<file path="src/rtl/core/rau_pkg.sv">
// Package of the rational arithmetic unit: operation and status codes,
// controller states, datapath commands and the datapath status struct.
// No dependencies.
`timescale 1ns / 1ps

package rau_pkg;

	localparam int MAG_W = 64;

	localparam logic [3:0] FN_ADD = 4'd0;
	localparam logic [3:0] FN_SUB = 4'd1;
	localparam logic [3:0] FN_MUL = 4'd2;
	localparam logic [3:0] FN_DIV = 4'd3;
	localparam logic [3:0] FN_EQ  = 4'd4;
	localparam logic [3:0] FN_NE  = 4'd5;
	localparam logic [3:0] FN_GT  = 4'd6;
	localparam logic [3:0] FN_LT  = 4'd7;
	localparam logic [3:0] FN_GE  = 4'd8;
	localparam logic [3:0] FN_LE  = 4'd9;

	localparam logic [1:0] ST_OK   = 2'd0;
	localparam logic [1:0] ST_ZDEN = 2'd1;
	localparam logic [1:0] ST_OVF  = 2'd2;

	typedef enum logic [3:0] {
		S_IDLE,
		S_MULA,
		S_MULB,
		S_MULC,
		S_COMB,
		S_CHECK,
		S_GCD,
		S_DIVN,
		S_DIVD,
		S_OUT
	} state_t;

	typedef enum logic [3:0] {
		CMD_NONE,
		CMD_LOAD,
		CMD_MUL_A,
		CMD_MUL_B,
		CMD_MUL_C,
		CMD_COMBINE,
		CMD_FAST,
		CMD_GCD_INIT,
		CMD_GCD_STEP,
		CMD_DIVN_INIT,
		CMD_DIV_STEP,
		CMD_DIVD_INIT,
		CMD_FINISH
	} cmd_t;

	typedef struct packed {
		logic fast;
		logic gcd_done;
		logic div_done;
	} dp_status_t;

endpackage

</file>
<file path="src/rtl/core/rau_ctrl.sv">
// Controller of the rational arithmetic unit: sequences the datapath.
// Depends on rau_pkg.
`timescale 1ns / 1ps

module rau_ctrl (
	input  logic                clk,
	input  logic                arst_n,
	input  logic                start,
	input  rau_pkg::dp_status_t dp_st,
	output rau_pkg::cmd_t       cmd,
	output logic                busy,
	output logic                done
);
	import rau_pkg::*;

	state_t state_q, state_d;

	always_ff @(posedge clk or negedge arst_n) begin
		if (!arst_n) begin
			state_q <= S_IDLE;
		end else begin
			state_q <= state_d;
		end
	end

	always_comb begin
		state_d = state_q;
		cmd     = CMD_NONE;
		busy    = 1'b1;
		done    = 1'b0;
		case (state_q)
			S_IDLE, S_OUT: begin
				busy = 1'b0;
				done = (state_q == S_OUT);
				if (start) begin
					cmd     = CMD_LOAD;
					state_d = S_MULA;
				end else begin
					state_d = S_IDLE;
				end
			end
			S_MULA: begin
				cmd     = CMD_MUL_A;
				state_d = S_MULB;
			end
			S_MULB: begin
				cmd     = CMD_MUL_B;
				state_d = S_MULC;
			end
			S_MULC: begin
				cmd     = CMD_MUL_C;
				state_d = S_COMB;
			end
			S_COMB: begin
				cmd     = CMD_COMBINE;
				state_d = S_CHECK;
			end
			S_CHECK: begin
				if (dp_st.fast) begin
					cmd     = CMD_FAST;
					state_d = S_OUT;
				end else begin
					cmd     = CMD_GCD_INIT;
					state_d = S_GCD;
				end
			end
			S_GCD: begin
				if (dp_st.gcd_done) begin
					cmd     = CMD_DIVN_INIT;
					state_d = S_DIVN;
				end else begin
					cmd = CMD_GCD_STEP;
				end
			end
			S_DIVN: begin
				if (dp_st.div_done) begin
					cmd     = CMD_DIVD_INIT;
					state_d = S_DIVD;
				end else begin
					cmd = CMD_DIV_STEP;
				end
			end
			S_DIVD: begin
				if (dp_st.div_done) begin
					cmd     = CMD_FINISH;
					state_d = S_OUT;
				end else begin
					cmd = CMD_DIV_STEP;
				end
			end
			default: begin
				state_d = S_IDLE;
			end
		endcase
	end

endmodule

</file>
<file path="config.mk">
export PLATFORM = sky130hd
export DESIGN_NAME = rau_ctrl
export DESIGN_NICKNAME = d
export VERILOG_FILES = /design/src/rtl/core/rau_pkg.sv /design/src/rtl/core/rau_ctrl.sv
export SDC_FILE = /design/constraint.sdc
export NUM_CORES = 1
export LEC_CHECK = 0
export ABC_AREA = 1
export BUFFER_PORTS_ARGS = -buffer_cell sky130_fd_sc_hd__buf_2
export CORE_AREA = 2 2 39 41
export DETAILED_ROUTE_END_ITERATION = 10
export DIE_AREA = 0 0 41 43
export PLACE_DENSITY = 0.59
export SLEW_MARGIN = 10
export SYNTH_ARGS = -nofsm -noshare
export SYNTH_HDL_FRONTEND = slang
export SYNTH_SLANG_ARGS = --single-unit
</file>
<file path="constraint.sdc">
create_clock -name clk -period 4.28 [get_ports clk]
set_clock_uncertainty 0.2 [all_clocks]
set_input_delay 1.07 -clock clk [delete_from_list [all_inputs] [get_ports clk]]
set_output_delay 1.07 -clock clk [all_outputs]
set_load 0.02 [all_outputs]
</file>
==> impl_results.md <==
* Total of max-cap violations at 0
* Maximum single-stage delay on the critical path at 160 ps
* Status: finished, final reports clean
* Startpoint type of the worst setup path: input pin
* Root buffer cell: clkbuf_4
* Chip Height at 43 µm
* Detailed-route wire length at 850 µm
* Worst VDD drop at 0.353 mV
* Adder and majority cell fraction of the synthesized area at 0
* Critical-path top delay cell: buf_2
* Number of clock buffers inserted by TritonCTS at 3
* Fin Setup TNS at 0 ps
* Largest registers: state_q (4)
* ANT cells at 0
* Overall track demand over capacity in global routing at 0.115
* Share of final-layout standard cells stronger than drive strength 1 at 0.238
* Final Hold Violating Endpoints at 0
* Number of register bits inferred by synthesis at 4
* RePlAce Congestion at 0.837
* IO Count at 12
* Area of the core at 1380 µm²
* Number of buffers inserted by port buffering at 11
* Fill cell count at 159
* Routed len/inst at 8.85 µm
* Worst Max-Slew Pin Slew at 224 ps
* Mapped Avg Cell Area at 5.76 µm²
* Cts repair resizes at 0
* Worst slew margin relative to its limit at 0.850
* H-tree level count at 1
* Footprint of the multi-input gates at 235 µm²
* Clock latency on the worst-skew pair at 230 ps
* Starting Density at 0.275
* Number of max-slew violations in the final report at 0
* Postcts setup bufs at 0
* RSZ-0062 raised after global routing: no
* Number of distinct standard cells referenced by the synthesized netlist at 15
* Final HPWL from detailed placement at 693 µm
* Crit path DAT at 1680 ps
* Largest reg by FF count: state_q
* Multiplexer share of the synthesized area at 0
* Nets@finish at 88
* Crit-path cells: buf_2 -> inv_1 -> nand4_1 -> nand4_1 -> buf_2
* Sequential element share of the synthesized area at 0.263
* DRT Pass-1 Iters at 5
* DP Area at 455 µm²
* Largest net degree at the start of global routing at 7
* Min Clock Period, post-route at 2950 ps
* Total DRC errors in the routed layout at 0
* Pwr dens at 896 nW/µm²
* Hold WS at 427 ps
* CTS Hold Buffers Added at 0
* Xor-xnor portion of the synthesized cell area at 0
* Via Count at 442
* Count of endpoints failing setup in the final report at 0
* Cells after synthesis at 66
* Wire length of the first global-routing pass at 1290 µm
* Via density at 4.60
* Post-synthesis compound-gate area fraction at 0.0691
* Storage cell area at 100 µm²
* Number of global-route vias before repair at 373
* Data required time of the worst path at 3010 ps
* Synth Warn # at 0
* Max FFs per register at 4
* Number of standard cells in the layout, taps in and fillers out at 96
* Dominant combinational cell family by area after synthesis: simple AND/OR/NAND/NOR gates
* Class of the tightest hold or removal check: in -> async
* Post-layout instance area at 478 µm²
* Worst Path Max Fanout at 4
* Total number of clock tree sinks at 4
* Static power due to leakage at 0.314 nW
* Synthesized net count at 72
* Layout overhead on the synthesized area at 25.7%
* GRT Residual Overflow at 0
* Simple-gate portion of the synthesized area at 0.549
* Longest Clk Path Bufs at 2
* Crit share post-route at 0.688
* Maximum operating frequency at 0.339 GHz
* Clock-pin slew reported for the worst setup and hold paths after clock tree synthesis at 40 ps
* Number of antenna violations at the first check in global routing at 0
* CTS tree: built
* Cells after DPL at 93
* Num rows at 14
* Post-route antenna net violation count at 0
* Mapped Area at 380 µm²
* Die Area at 1760 µm²
* Category of the critical setup timing path: in -> out
* Endpoint kind of the worst setup timing path: output port
* DRC violation total after the first TritonRoute iteration at 13
* Die width at 41 µm
## through the flow
stage               power [mW]  utilization  worst slack, ps
finish                   0.428        0.345             1330
global route             0.468        0.345             1250
CTS                      0.431        0.345             1340
detailed placement       0.383        0.329             1340
global placement         0.387        0.329             1350
floorplan                0.306            -             1480
## cell usage after synthesis
| library cell | number | area (µm²) |
|---|---|---|
| nand2_1 | 24 | 90.1 |
| a21oi_1 | 1 | 5.00 |
| or2_1 | 1 | 6.26 |
| o211ai_1 | 1 | 7.51 |
| inv_1 | 12 | 45.0 |
| nor2_2 | 2 | 12.5 |
| o21ai_0 | 1 | 5.00 |
| nand2_2 | 1 | 6.26 |
| nor2_1 | 6 | 22.5 |
| nand4_1 | 3 | 18.8 |
| a21oi_2 | 1 | 8.76 |
| and2_1 | 1 | 6.26 |
| nor2_4 | 1 | 11.3 |
| nand3_1 | 7 | 35.0 |
| dfrtp_1 | 4 | 100 |
## per-layer routing
metal / track usage / part of all wire / vias to the layer above
met2: 0.166 / 0.45 / 17
met1: 0.121 / 0.44 / 182
met5: 0 / 0 / -
met3: 0.0314 / 0.060 / 6
met4: 0.120 / 0.052 / 0
li1: - / - / 237
## cell families (layout without fill, tap and decap cells)
kind of cell / after synthesis / count (layout)
simple gates: 46 / 46
buf+inv: 12 / 26
flops: 4 / 4
compound gates: 4 / 4
## power breakdown
part	total (mW)	internal [mW]	switching, mW
clock network	0.0464	0.0313	0.0151
logic	0.298	0.103	0.195
registers	0.0837	0.0584	0.0253
## final cells by class
class / instances / share of cell area
flip-flops and latches: 4 / 0.209
repair buffers: 11 / 0.115
well taps: 16 / 0.0419
multi-input cells: 50 / 0.492
clock buffers: 3 / 0.0471
inverters: 12 / 0.0942
## worst max-delay path, delay by kind of cell
family / cells / cell delay, ps
buf+inv: 3 / 370
simple gates: 2 / 230
## path summary, 6_finish.rpt
check	from	endpoint	slack, ps	cells past startpoint
max	dp_st[0]	cmd[1]	1330	5
min	arst_n	state_q[3]	430	1
max reg2reg	state_q[3]	state_q[3]	2830	6
min reg2reg	state_q[1]	state_q[3]	510	3
max in group asynchronous	arst_n	state_q[2]	3340	1
min in group clk	state_q[1]	state_q[3]	510	3
## cell usage in the layout, fill, tap and decap left out
| cell | Yosys | routed |
|---|---|---|
| a21oi_1 | 1 | 1 |
| a21oi_2 | 1 | 1 |
| and2_1 | 1 | 1 |
| buf_2 | 0 | 11 |
| clkbuf_4 | 0 | 3 |
| dfrtp_1 | 4 | 4 |
| inv_1 | 12 | 12 |
| nand2_1 | 24 | 24 |
| nand2_2 | 1 | 1 |
| nand3_1 | 7 | 7 |
| nand4_1 | 3 | 3 |
| nor2_1 | 6 | 6 |
| nor2_2 | 2 | 2 |
| nor2_4 | 1 | 1 |
| o211ai_1 | 1 | 1 |
| o21ai_0 | 1 | 1 |
| or2_1 | 1 | 1 |
Note: power is estimated with default switching activity, not from simulation.
